<file path="src/ctf_pkg.sv">
// ============================================================================
// ctf_pkg
// Shared types and constants of the command telegram framer.
// ============================================================================
package ctf_pkg;

    // Telegram framing bytes.
    localparam logic [7:0] BYTE_START      = 8'hAA;
    localparam logic [7:0] BYTE_END        = 8'hBB;
    localparam logic [7:0] BYTE_MARK       = 8'hCC;
    localparam logic [7:0] TYPE_ANSWER     = 8'h01;
    localparam logic [7:0] VALUE_DOUBLE    = 8'h03;
    localparam logic [7:0] CARRIAGE_RETURN = 8'h0D;

    // Input beat layout.
    localparam int RX_W    = 8;
    localparam int VALUE_W = 64;
    localparam int STAMP_W = 32;
    localparam int IN_W    = RX_W + VALUE_W + STAMP_W;

    // Sequencer states.
    typedef enum logic [3:0] {
        ST_IDLE,
        ST_START,
        ST_TYPE,
        ST_NAME_RD,
        ST_NAME_OUT,
        ST_VTYPE,
        ST_VALUE,
        ST_STAMP,
        ST_END
    } ctf_state_t;

    // One unstuffed telegram byte from the sequencer to the stuffer.
    typedef struct packed {
        logic [7:0] data;
        logic       content;
        logic       last;
    } ctf_beat_t;

endpackage

</file>
<file path="src/command_telegram_framer.sv">
// ============================================================================
// command_telegram_framer
// Collects command bytes and answers a carriage return with a stuffed
// telegram.
// ============================================================================
// Usage: the slave stream carries one received command byte per beat together
// with the answer value, its timestamp and an error flag. Bytes other than
// carriage return are stored in the name store (NAME_BUFFER_SIZE-1 usable
// slots, later bytes dropped) and are taken at one beat per cycle. A carriage
// return starts a telegram on the master stream, one byte per beat, with
// tlast on the final byte. The carriage return moves the sequencer to its
// start state, and the first telegram byte is then registered in the output
// stage. Fixed bytes, value and stamp bytes go out at one per cycle while the
// receiver does not stall; each name byte passes a read state at the name
// store's registered read port and then an output state. An escaped byte adds
// one beat; inside the name the extra beat overlaps the store read.
// The slave side is not ready until the telegram's last byte has left the
// sequencer. When the receiver stalls, the output register and one pending
// escape byte hold, and the sequencer waits. Reset empties the name store
// and the output stage; no clearing pass is needed.
// ============================================================================
module command_telegram_framer #(
    parameter int NAME_BUFFER_SIZE = 16
) (
    input  logic                     clk,
    input  logic                     rst_n,
    input  logic                     s_axis_tvalid,
    output logic                     s_axis_tready,
    // [7:0] rx_byte, [71:8] value_bits, [103:72] stamp
    input  logic [ctf_pkg::IN_W-1:0] s_axis_tdata,
    // [0] value_error
    input  logic [0:0]               s_axis_tuser,
    output logic                     m_axis_tvalid,
    input  logic                     m_axis_tready,
    // [7:0] tx_byte
    output logic [7:0]               m_axis_tdata,
    output logic                     m_axis_tlast
);

    localparam int AW = $clog2(NAME_BUFFER_SIZE);

    logic               wr_en;
    logic [AW-1:0]      wr_addr;
    logic [7:0]         wr_data;
    logic               rd_en;
    logic [AW-1:0]      rd_addr;
    logic [7:0]         rd_data;
    logic               beat_valid;
    logic               beat_ready;
    ctf_pkg::ctf_beat_t beat;

    // Input collection and telegram sequencing.
    ctf_seq #(
        .NAME_BUFFER_SIZE (NAME_BUFFER_SIZE),
        .AW               (AW)
    ) u_seq (
        .clk         (clk),
        .rst_n       (rst_n),
        .in_valid    (s_axis_tvalid),
        .in_ready    (s_axis_tready),
        .rx_byte     (s_axis_tdata[7:0]),
        .value_bits  (s_axis_tdata[71:8]),
        .stamp       (s_axis_tdata[103:72]),
        .value_error (s_axis_tuser[0]),
        .wr_en       (wr_en),
        .wr_addr     (wr_addr),
        .wr_data     (wr_data),
        .rd_en       (rd_en),
        .rd_addr     (rd_addr),
        .rd_data     (rd_data),
        .beat_valid  (beat_valid),
        .beat_ready  (beat_ready),
        .beat        (beat)
    );

    // Name store.
    ctf_name_ram #(
        .DEPTH (NAME_BUFFER_SIZE),
        .AW    (AW)
    ) u_name_ram (
        .clk     (clk),
        .wr_en   (wr_en),
        .wr_addr (wr_addr),
        .wr_data (wr_data),
        .rd_en   (rd_en),
        .rd_addr (rd_addr),
        .rd_data (rd_data)
    );

    // Byte stuffing and output register.
    ctf_stuff u_stuff (
        .clk       (clk),
        .rst_n     (rst_n),
        .in_valid  (beat_valid),
        .in_ready  (beat_ready),
        .in_beat   (beat),
        .out_valid (m_axis_tvalid),
        .out_ready (m_axis_tready),
        .out_byte  (m_axis_tdata),
        .out_last  (m_axis_tlast)
    );

endmodule

</file>
<file path="src/ctf_name_ram.sv">
// ============================================================================
// ctf_name_ram
// Name store: one write port and one registered read port.
// ============================================================================
module ctf_name_ram #(
    parameter int DEPTH = 16,
    parameter int AW    = 4
) (
    input  logic          clk,
    input  logic          wr_en,
    input  logic [AW-1:0] wr_addr,
    input  logic [7:0]    wr_data,
    input  logic          rd_en,
    input  logic [AW-1:0] rd_addr,
    output logic [7:0]    rd_data
);

    logic [7:0] mem [DEPTH];
    logic [7:0] rd_data_reg;

    // Write port.
    always_ff @(posedge clk)
    begin
        if (wr_en)
        begin
            mem[wr_addr] <= wr_data;
        end
    end

    // Read port; data holds until the next read.
    always_ff @(posedge clk)
    begin
        if (rd_en)
        begin
            rd_data_reg <= mem[rd_addr];
        end
    end

    assign rd_data = rd_data_reg;

endmodule

</file>
<file path="src/ctf_stuff.sv">
// ============================================================================
// ctf_stuff
// Byte stuffer with output register and a pending slot for escaped bytes.
// ============================================================================
module ctf_stuff (
    input  logic                clk,
    input  logic                rst_n,
    input  logic                in_valid,
    output logic                in_ready,
    input  ctf_pkg::ctf_beat_t  in_beat,
    output logic                out_valid,
    input  logic                out_ready,
    output logic [7:0]          out_byte,
    output logic                out_last
);

    logic       out_valid_reg, out_valid_next;
    logic [7:0] out_byte_reg, out_byte_next;
    logic       out_last_reg, out_last_next;
    logic       pend_valid_reg, pend_valid_next;
    logic [7:0] pend_byte_reg, pend_byte_next;
    logic       pend_last_reg, pend_last_next;
    logic       slot_free;
    logic       in_fire;
    logic       escape;

    // The output slot frees up when empty or when its beat is taken.
    assign slot_free = !out_valid_reg || out_ready;
    assign in_ready  = slot_free && !pend_valid_reg;
    assign in_fire   = in_valid && in_ready;
    assign escape    = in_beat.content && (in_beat.data == ctf_pkg::BYTE_START ||
                       in_beat.data == ctf_pkg::BYTE_END || in_beat.data == ctf_pkg::BYTE_MARK);

    // Load the output slot from the pending byte first, then from the input.
    always_comb
    begin
        out_valid_next  = out_valid_reg;
        out_byte_next   = out_byte_reg;
        out_last_next   = out_last_reg;
        pend_valid_next = pend_valid_reg;
        pend_byte_next  = pend_byte_reg;
        pend_last_next  = pend_last_reg;
        if (slot_free)
        begin
            out_valid_next = 1'b0;
            if (pend_valid_reg)
            begin
                out_valid_next  = 1'b1;
                out_byte_next   = pend_byte_reg;
                out_last_next   = pend_last_reg;
                pend_valid_next = 1'b0;
            end
            else if (in_fire)
            begin
                out_valid_next = 1'b1;
                if (escape)
                begin
                    out_byte_next   = ctf_pkg::BYTE_MARK;
                    out_last_next   = 1'b0;
                    pend_valid_next = 1'b1;
                    pend_byte_next  = in_beat.data - 8'd1;
                    pend_last_next  = in_beat.last;
                end
                else
                begin
                    out_byte_next = in_beat.data;
                    out_last_next = in_beat.last;
                end
            end
        end
    end

    // Control flags.
    always_ff @(posedge clk or negedge rst_n)
    begin
        if (!rst_n)
        begin
            out_valid_reg  <= 1'b0;
            pend_valid_reg <= 1'b0;
        end
        else
        begin
            out_valid_reg  <= out_valid_next;
            pend_valid_reg <= pend_valid_next;
        end
    end

    // Payload.
    always_ff @(posedge clk)
    begin
        out_byte_reg  <= out_byte_next;
        out_last_reg  <= out_last_next;
        pend_byte_reg <= pend_byte_next;
        pend_last_reg <= pend_last_next;
    end

    assign out_valid = out_valid_reg;
    assign out_byte  = out_byte_reg;
    assign out_last  = out_last_reg;

endmodule

</file>
<file path="src/ctf_seq.sv">
// ============================================================================
// ctf_seq
// Command collection into the name store and telegram byte sequencing.
// ============================================================================
module ctf_seq #(
    parameter int NAME_BUFFER_SIZE = 16,
    parameter int AW               = 4
) (
    input  logic                   clk,
    input  logic                   rst_n,
    input  logic                   in_valid,
    output logic                   in_ready,
    input  logic [7:0]             rx_byte,
    input  logic [63:0]            value_bits,
    input  logic [31:0]            stamp,
    input  logic                   value_error,
    output logic                   wr_en,
    output logic [AW-1:0]          wr_addr,
    output logic [7:0]             wr_data,
    output logic                   rd_en,
    output logic [AW-1:0]          rd_addr,
    input  logic [7:0]             rd_data,
    output logic                   beat_valid,
    input  logic                   beat_ready,
    output ctf_pkg::ctf_beat_t     beat
);

    localparam logic [AW-1:0] LAST_POS = AW'(NAME_BUFFER_SIZE - 2);

    ctf_pkg::ctf_state_t state_reg, state_next;

    logic [AW-1:0] wpos_reg, wpos_next;
    logic          full_reg, full_next;
    logic [AW-1:0] len_reg, len_next;
    logic          zero_reg, zero_next;
    logic [AW-1:0] len_emit_reg, len_emit_next;
    logic [AW-1:0] name_idx_reg, name_idx_next;
    logic [2:0]    byte_idx_reg, byte_idx_next;
    logic          err_reg, err_next;
    logic [63:0]   value_reg, value_next;
    logic [31:0]   stamp_reg, stamp_next;
    logic          in_fire;
    logic          is_cr;
    logic          fire;
    logic          name_done;

    assign in_ready  = (state_reg == ctf_pkg::ST_IDLE);
    assign in_fire   = in_valid && in_ready;
    assign is_cr     = (rx_byte == ctf_pkg::CARRIAGE_RETURN);
    assign fire      = beat_valid && beat_ready;
    assign name_done = (AW'(name_idx_reg + 1'b1) == len_emit_reg);

    // Name store write on any non-terminating byte while room is left.
    assign wr_en   = in_fire && !is_cr && !full_reg;
    assign wr_addr = wpos_reg;
    assign wr_data = rx_byte;
    assign rd_en   = (state_reg == ctf_pkg::ST_NAME_RD);
    assign rd_addr = name_idx_reg;

    // Next state.
    always_comb
    begin
        state_next = state_reg;
        case (state_reg)
            ctf_pkg::ST_IDLE:
            begin
                if (in_fire && is_cr)
                begin
                    state_next = ctf_pkg::ST_START;
                end
            end
            ctf_pkg::ST_START:
            begin
                if (fire)
                begin
                    state_next = ctf_pkg::ST_TYPE;
                end
            end
            ctf_pkg::ST_TYPE:
            begin
                if (fire)
                begin
                    if (err_reg)
                    begin
                        state_next = ctf_pkg::ST_IDLE;
                    end
                    else if (len_emit_reg == '0)
                    begin
                        state_next = ctf_pkg::ST_VTYPE;
                    end
                    else
                    begin
                        state_next = ctf_pkg::ST_NAME_RD;
                    end
                end
            end
            ctf_pkg::ST_NAME_RD:
            begin
                state_next = ctf_pkg::ST_NAME_OUT;
            end
            ctf_pkg::ST_NAME_OUT:
            begin
                if (fire)
                begin
                    state_next = name_done ? ctf_pkg::ST_VTYPE : ctf_pkg::ST_NAME_RD;
                end
            end
            ctf_pkg::ST_VTYPE:
            begin
                if (fire)
                begin
                    state_next = ctf_pkg::ST_VALUE;
                end
            end
            ctf_pkg::ST_VALUE:
            begin
                if (fire && byte_idx_reg == 3'd7)
                begin
                    state_next = ctf_pkg::ST_STAMP;
                end
            end
            ctf_pkg::ST_STAMP:
            begin
                if (fire && byte_idx_reg == 3'd3)
                begin
                    state_next = ctf_pkg::ST_END;
                end
            end
            ctf_pkg::ST_END:
            begin
                if (fire)
                begin
                    state_next = ctf_pkg::ST_IDLE;
                end
            end
            default:
            begin
                state_next = ctf_pkg::ST_IDLE;
            end
        endcase
    end

    // Beat toward the stuffer.
    always_comb
    begin
        beat_valid   = 1'b1;
        beat.data    = 8'h00;
        beat.content = 1'b1;
        beat.last    = 1'b0;
        case (state_reg)
            ctf_pkg::ST_START:
            begin
                beat.data    = ctf_pkg::BYTE_START;
                beat.content = 1'b0;
            end
            ctf_pkg::ST_TYPE:
            begin
                beat.data = ctf_pkg::TYPE_ANSWER;
                beat.last = err_reg;
            end
            ctf_pkg::ST_NAME_OUT:
            begin
                beat.data = rd_data;
            end
            ctf_pkg::ST_VTYPE:
            begin
                beat.data = ctf_pkg::VALUE_DOUBLE;
            end
            ctf_pkg::ST_VALUE:
            begin
                beat.data = value_reg[7:0];
            end
            ctf_pkg::ST_STAMP:
            begin
                beat.data = stamp_reg[7:0];
            end
            ctf_pkg::ST_END:
            begin
                beat.data    = ctf_pkg::BYTE_END;
                beat.content = 1'b0;
                beat.last    = 1'b1;
            end
            default:
            begin
                beat_valid = 1'b0;
            end
        endcase
    end

    // Store bookkeeping and telegram payload.
    always_comb
    begin
        wpos_next     = wpos_reg;
        full_next     = full_reg;
        len_next      = len_reg;
        zero_next     = zero_reg;
        len_emit_next = len_emit_reg;
        name_idx_next = name_idx_reg;
        byte_idx_next = byte_idx_reg;
        err_next      = err_reg;
        value_next    = value_reg;
        stamp_next    = stamp_reg;
        if (in_fire && is_cr)
        begin
            // Snapshot the name length and clear the store for the next command.
            len_emit_next = len_reg;
            name_idx_next = '0;
            err_next      = value_error;
            value_next    = value_bits;
            stamp_next    = stamp;
            wpos_next     = '0;
            full_next     = 1'b0;
            len_next      = '0;
            zero_next     = 1'b0;
        end
        else if (wr_en)
        begin
            if (!zero_reg)
            begin
                if (rx_byte == 8'h00)
                begin
                    zero_next = 1'b1;
                end
                else
                begin
                    len_next = len_reg + 1'b1;
                end
            end
            if (wpos_reg < LAST_POS)
            begin
                wpos_next = wpos_reg + 1'b1;
            end
            else
            begin
                full_next = 1'b1;
            end
        end
        if (fire)
        begin
            case (state_reg)
                ctf_pkg::ST_NAME_OUT:
                begin
                    name_idx_next = name_idx_reg + 1'b1;
                end
                ctf_pkg::ST_VTYPE:
                begin
                    byte_idx_next = '0;
                end
                ctf_pkg::ST_VALUE:
                begin
                    byte_idx_next = byte_idx_reg + 3'd1;
                    value_next    = value_reg >> 8;
                end
                ctf_pkg::ST_STAMP:
                begin
                    byte_idx_next = byte_idx_reg + 3'd1;
                    stamp_next    = stamp_reg >> 8;
                end
                default:
                begin
                    byte_idx_next = byte_idx_reg;
                end
            endcase
        end
    end

    // Control state.
    always_ff @(posedge clk or negedge rst_n)
    begin
        if (!rst_n)
        begin
            state_reg    <= ctf_pkg::ST_IDLE;
            wpos_reg     <= '0;
            full_reg     <= 1'b0;
            len_reg      <= '0;
            zero_reg     <= 1'b0;
            len_emit_reg <= '0;
            name_idx_reg <= '0;
            byte_idx_reg <= '0;
            err_reg      <= 1'b0;
        end
        else
        begin
            state_reg    <= state_next;
            wpos_reg     <= wpos_next;
            full_reg     <= full_next;
            len_reg      <= len_next;
            zero_reg     <= zero_next;
            len_emit_reg <= len_emit_next;
            name_idx_reg <= name_idx_next;
            byte_idx_reg <= byte_idx_next;
            err_reg      <= err_next;
        end
    end

    // Payload.
    always_ff @(posedge clk)
    begin
        value_reg <= value_next;
        stamp_reg <= stamp_next;
    end

endmodule

</file>
<file path="config.mk">
export PLATFORM = sky130hd
export DESIGN_NAME = command_telegram_framer
export DESIGN_NICKNAME = d
export VERILOG_FILES = /design/src/ctf_pkg.sv /design/src/command_telegram_framer.sv /design/src/ctf_name_ram.sv /design/src/ctf_stuff.sv /design/src/ctf_seq.sv
export SDC_FILE = /design/constraint.sdc
export NUM_CORES = 1
export LEC_CHECK = 0
export ABC_AREA = 1
export BUFFER_PORTS_ARGS = -buffer_cell sky130_fd_sc_hd__buf_2
export CAP_MARGIN = 20
export CORE_UTILIZATION = 40
export DETAILED_ROUTE_END_ITERATION = 8
export HOLD_SLACK_MARGIN = 0.08
export PLACE_DENSITY = 0.61
export SLEW_MARGIN = 40
export SYNTH_ARGS = -nofsm -noshare
export SYNTH_HDL_FRONTEND = slang
export SYNTH_SLANG_ARGS = --single-unit
</file>
<file path="constraint.sdc">
create_clock -name clk -period 5.33 [get_ports clk]
set_clock_uncertainty 0.2 [all_clocks]
set_input_delay 1.066 -clock clk [delete_from_list [all_inputs] [get_ports clk]]
set_output_delay 1.066 -clock clk [all_outputs]
set_load 0.1 [all_outputs]
</file>
**Yosys cells after proc, flatten, opt, wreduce, memory -nomap -nowiden**

Memories as Yosys holds them, arrays and structs flattened. A register that Yosys moved wholly into a read port is not among the register bits.
Cells that the tools add are included.

- $add $sub $neg: 5
- $lt $le $gt $ge: 1
- Equality and inequality tests: 26
- Multiplexer cells: 53
- Bitwise operators: 1
- Reduce and logical (&&, ||, !) cells: 33

Operators with widths:

| kind | number |
|---|---|
| $mux W64 | 3 |
| $mux W32 | 3 |
| $mux W4 | 19 |
| $pmux W8 S7 | 1 |
| $pmux W4 S9 | 1 |
| $eq A8 B8 Y1 const B | 3 |
| $mux W8 | 3 |
| $mux W1 | 19 |
| $ne A2 B1 Y1 const B | 9 |
| $eq A4 B3 Y1 const B | 4 |
| $add A4 B1 Y4 const B | 3 |
| $logic_and A1 B1 Y1 | 9 |
| $eq A4 B2 Y1 const B | 2 |
| $eq A8 B4 Y1 const B | 1 |
| $logic_not A4 Y1 | 2 |
| $logic_not A8 Y1 | 1 |
| $reduce_and A2 Y1 | 4 |
| $reduce_and A8 Y1 | 1 |
| $reduce_bool A2 Y1 | 4 |
| $sub A8 B1 Y8 const B | 1 |
| $reduce_or A7 Y1 | 1 |
| $mux W3 | 2 |
| $pmux W3 S2 | 1 |
| $eq A4 B1 Y1 const B | 1 |
| other kinds (14) | 21 |

- Register bits after elaboration: 142
- Bits in writable memories: 128
- Input bits: 109
- Output and inout bits: 11
- Word-level logic and storage cells: 137
- Memories: 1

Memory list:

| memory | words | width | read ports | clocked after memory_dff | write ports | RTL line | RTL |
|---|---|---|---|---|---|---|---|
| u_name_ram.mem | 16 | 8 | 1 | 1 | 1 | ctf_name_ram.sv:18 | `logic [7:0] mem [DEPTH];` |

**Logic depth before layout (Yosys ltp)**

- Depth in word-level cells: 9
- Gate-level depth with buffers: 16
- Depth with buffers taken out: 16

**Hierarchy**

A second synthesis with hierarchy kept.

- Cell total of the unflattened synthesis: 1583
- Area, all modules: 13127.6 sq um

By module, submodules not included:

| module | instances | cells each | area an instance (sq um) | sequential area each (sq um) |
|---|---|---|---|---|
| ctf_seq | 1 | 928 | 6251.0 | 2572.5 |
| ctf_name_ram | 1 | 551 | 5853.1 | 4083.9 |
| ctf_stuff | 1 | 104 | 1023.5 | 590.6 |

**Least setup slack after synthesis**

No wires, ideal clock.

- Path type: register to register
- From: register u_seq.state_reg[2]
- To: register u_stuff.pend_byte_reg[0] (enable)
- Setup time: 374 ps
- Arrival time: 2197 ps
- Data required time: 4756 ps
- Path slack: 2559 ps
- Stages on the path, launching flop included: 13
- Path buffers: 0
- Clock period less this slack: 2771 ps
- Cell sequence: dfrtp_1 > inv_1 > nor2_2 > nand2_1 > inv_2 > a211oi_1 > nand2_1 > inv_1 > ha_1 > nand2_1 > o21ai_1 > nand3_2 > nor2_1

- Cells in the longest elaborated chain, start to end: 7
- Elaborated cells between the ends (all ways): 20
- Those cells by class: eq/ne: 10; mux: 3; reduce/logical: 7

Ends and longest elaborated chain:

| what | RTL line | RTL |
|---|---|---|
| start: declaration | ctf_seq.sv:30 | `ctf_pkg::ctf_state_t state_reg, state_next;` |
| start signal: assignment | ctf_seq.sv:272 | `state_reg <= ctf_pkg::ST_IDLE;` |
| start signal: assignment | ctf_seq.sv:284 | `state_reg <= state_next;` |
| $eq A4 B4 Y1 (tied with other cells) | ctf_seq.sv:150 | `case (state_reg)` |
| $pmux W8 S7 | ctf_seq.sv:150 |  |
| $eq A8 B8 Y1, on equally long branches | ctf_stuff.sv:31, ctf_stuff.sv:32 |  |
| $logic_or A1 B1 Y1 | ctf_stuff.sv:31 | `assign escape = in_beat.content && (in_beat.data == ctf_pkg::BYTE_START \|\|` |
| $logic_or A1 B1 Y1 | ctf_stuff.sv:32 | `in_beat.data == ctf_pkg::BYTE_END \|\| in_beat.data == ctf_pkg::BYTE_MARK);` |
| $logic_and A1 B1 Y1 | ctf_stuff.sv:31 |  |
| $reduce_and A4 Y1 (no line) * | -- |  |
| end signal: assignment | ctf_stuff.sv:93 | `pend_byte_reg <= pend_byte_next;` |
| end: declaration | ctf_stuff.sv:21 | `logic [7:0] pend_byte_reg, pend_byte_next;` |

Every way passes the cells marked *; elsewhere a longest branch is shown, timed or not.
A chain may end at the register's enable or synchronous reset.

**Worst setup path after layout**

- From: register u_seq.state_reg[2]
- To: register u_stuff.pend_byte_reg[3] (enable)

The elaborated chain is that of the path after synthesis.

==> metrics.txt <==
R2R Path End=u_stuff.pend_byte_reg[3]; worst hold path class=reg2reg; max FFs per register=128; first-pass detailed-route iteration total=8; synth unique cells=38; Final Slew Violations=0; Worst R2R Setup Slack=roughly 1900 ps; max incr delay on CP=just over 600 ps; Peak Freq=290.1 MHz; worst slew pin tran=785.1 ps; total die area=around 0.031 mm²; Fin Hold WS=about 260 ps; share of layout cells above drive strength 1=0.1861; vias in the first global route=8379; number of synthesized register bits=approximately 280; register clock-pin slew on the reported worst setup and hold paths=60 ps; DR vias/cell=4.946; later-pin clock latency in the skew report=about 570 ps; post-cts sizing count=0; TritonCTS clock tree=built; Vias=9026; area grow syn2layout=14.86%; CORE AREA=between 0.02 and 0.03 mm²; crit path time final=between 3000 and 4000 ps; Root Driver=clkbuf_16; status=complete, no violations; Final Cycle Share=0.6467; cells along the critical path=inv_1, nor2_2, nand2_1, inv_1, nand2_1, nand3_1, nor2_1, inv_1, ha_1, o21bai_1, nand3_1, nand2_1, nand3_2, nor2_1; GRT Residual Overflow=0; # nets final=1534; IO Port Bufs=119; critical path endpoint category=flip-flop; CP delay by family, top=simple AND/OR/NAND/NOR gates; maxcap violations=0; DRT Wirelength=28.58 mm; die height=between 150 and 200 µm; ranking of synthesized cells by area=edfxtp_1 38%, dfxtp_1 16%, nand2_1 11%, o21ai_0 5.8%, dfrtp_1 5.7%; initial core utilization=0.4099; Setup TNS Final=0 ps; r2r worst-path depth=14; final weighted congestion in routability-driven placement=0.8713; hold_sp=u_seq.value_reg[31]; syn_area_per_cell=9.331 µm²; worst path bufs/invs=3; total CTS buffers=29; H-tree Lvls=1; Mapped Cells=around 1300; DR WL/cell=15.66 µm; initial antenna violation count=0; first-pass GRT wire length=between 40 and 50 mm; commonest non-fill, non-tap cell in the layout=nand2_1; Startpoint Class=flip-flop; Worst EP required=around 5300 ps; CP max stage cell=nor2_1; Post-CTS Repair Setup Buffers=0; DRT iter0 DRCs=800; gr usage total=0.1830; worst vdd ir=~0.45 mV; Yosys top cell area share=0.3766; Synth Cell Area=roughly 0.012 mm²; # setup viols final=0; drt drc=0; critical path class=reg2reg; clock sinks=about 280; largest net degree at the start of global routing=110; ANT cells=0; Seq/Total Area, Yosys=0.5902; critical path data arrival time=around 3400 ps; Max clock buf depth=3; syn_nets=1438; WHS Endpoint=u_seq.value_reg[23]; post-DP HPWL=a little under 20 mm; final hold viol count=0; Fill cells=between 2000 and 3000; Cell Rows=63; CP Max Fanout=9; cts hold-fix bufs=0; Worst R2R Start=u_seq.state_reg[2]; PwrDens=537.3 mW/mm²; synth warn=0; Die Width=177.2 µm; hold path cells=2; most frequent cells in the layout=349 x nand2_1, 154 x edfxtp_1, 142 x o21ai_0; RSZ-0062 raised after global routing=no; Slew HR=0.4766; ANT nets after route=0; I/O pins=120; Leak=~6.3 nW; Synth area leader=edfxtp_1
## Yosys cell counts
library cell	count
clkbuf_1	29
dfrtp_1	28
o21ai_1	32
nor3_1	9
dfxtp_1	96
nor2_1	87
nand4_1	8
a221oi_1	11
xor2_1	8
nand2_1	350
buf_2	17
o21bai_1	1
nor2_2	3
buf_6	11
nand3_1	36
o21ai_2	49
or2_2	3
buf_1	4
nor3_4	1
nor2_4	1
inv_1	139
nand2_2	2
a211oi_1	1
inv_2	6
xnor2_1	2
nand3b_1	2
o21ai_0	142
o211ai_2	7
nand3_2	2
edfxtp_1	154
a21oi_1	29
clkbuf_2	1
o221ai_1	6
buf_4	1
o22ai_1	14
nor4_1	2
o211ai_1	9
ha_1	13
## area by class of cell
type | instances | area (µm²) | area share
Sequential cell | 278 | 7248 | 0.5139
Multi-Input combinational cell | 830 | 4199 | 0.2977
Clock buffer | 43 | 837.1 | 0.05935
Timing Repair Buffer | 128 | 663.1 | 0.04702
Inverter | 145 | 549.3 | 0.03895
Tap cell | 390 | 488.0 | 0.03460
Clock inverter | 11 | 118.9 | 0.008428
## how the worst max path moves through the flow
stage / start / endpoint / slack, ps / depth (start not counted)
5_1_grt: u_seq.state_reg[2] / u_stuff.pend_byte_reg[3] / 1540 / 15
4_1_cts: u_seq.state_reg[2] / u_stuff.pend_byte_reg[3] / 1860 / 14
2_1_floorplan: u_seq.state_reg[2] / u_stuff.pend_byte_reg[0] / 2560 / 12
6_report: u_seq.state_reg[2] / u_stuff.pend_byte_reg[3] / 1880 / 14
3_3_place_gp: s_axis_tdata[6] / u_seq.value_reg[8] / 1760 / 11
3_5_place_dp: s_axis_tdata[5] / u_seq.value_reg[8] / 1750 / 11
## where the power goes
part | leakage [nW] | switching, mW | internal (mW)
combinational | 3.34 | 1.82 | 0.786
clock | 0.482 | 0.826 | 1.19
sequential | 2.53 | 0.207 | 2.76
## kinds of logic after synthesis
logic type / count (synthesis) / synth area share
xor gates and xnor gates: 10 / 0.007133
AOI/OAI and AO/OA: 301 / 0.1508
DFF: 278 / 0.5902
buffers and inverters: 208 / 0.07245
adders and majority gates: 13 / 0.01325
and+or+nand+nor: 506 / 0.1662
## per-layer routing
layer / share of wire / GRT usage
met1: 0.47 / 0.2553
met2: 0.46 / 0.2961
met3: 0.043 / 0.02298
met4: 0.024 / 0.05496
met5: 0 / 0
## metrics by stage
stage	setup WS (ps)	util	std cells	total power, mW	area (µm²)
floorplan	2559	-	1316	4.925	12280
detailed placement	1749	0.4382	1771	5.604	13130
global route	1542	0.4708	1825	8.070	14100
global placement	1756	0.4372	1771	5.545	13100
finish	1883	0.4708	1825	7.578	14100
CTS	1864	0.4701	1825	7.634	14080
## tightest hold or removal path: stages, from the launching register on
cell     delay, ps
dfxtp_1        290
inv_1           50
o21ai_1         60
Note: power is estimated with default switching activity, not from simulation.
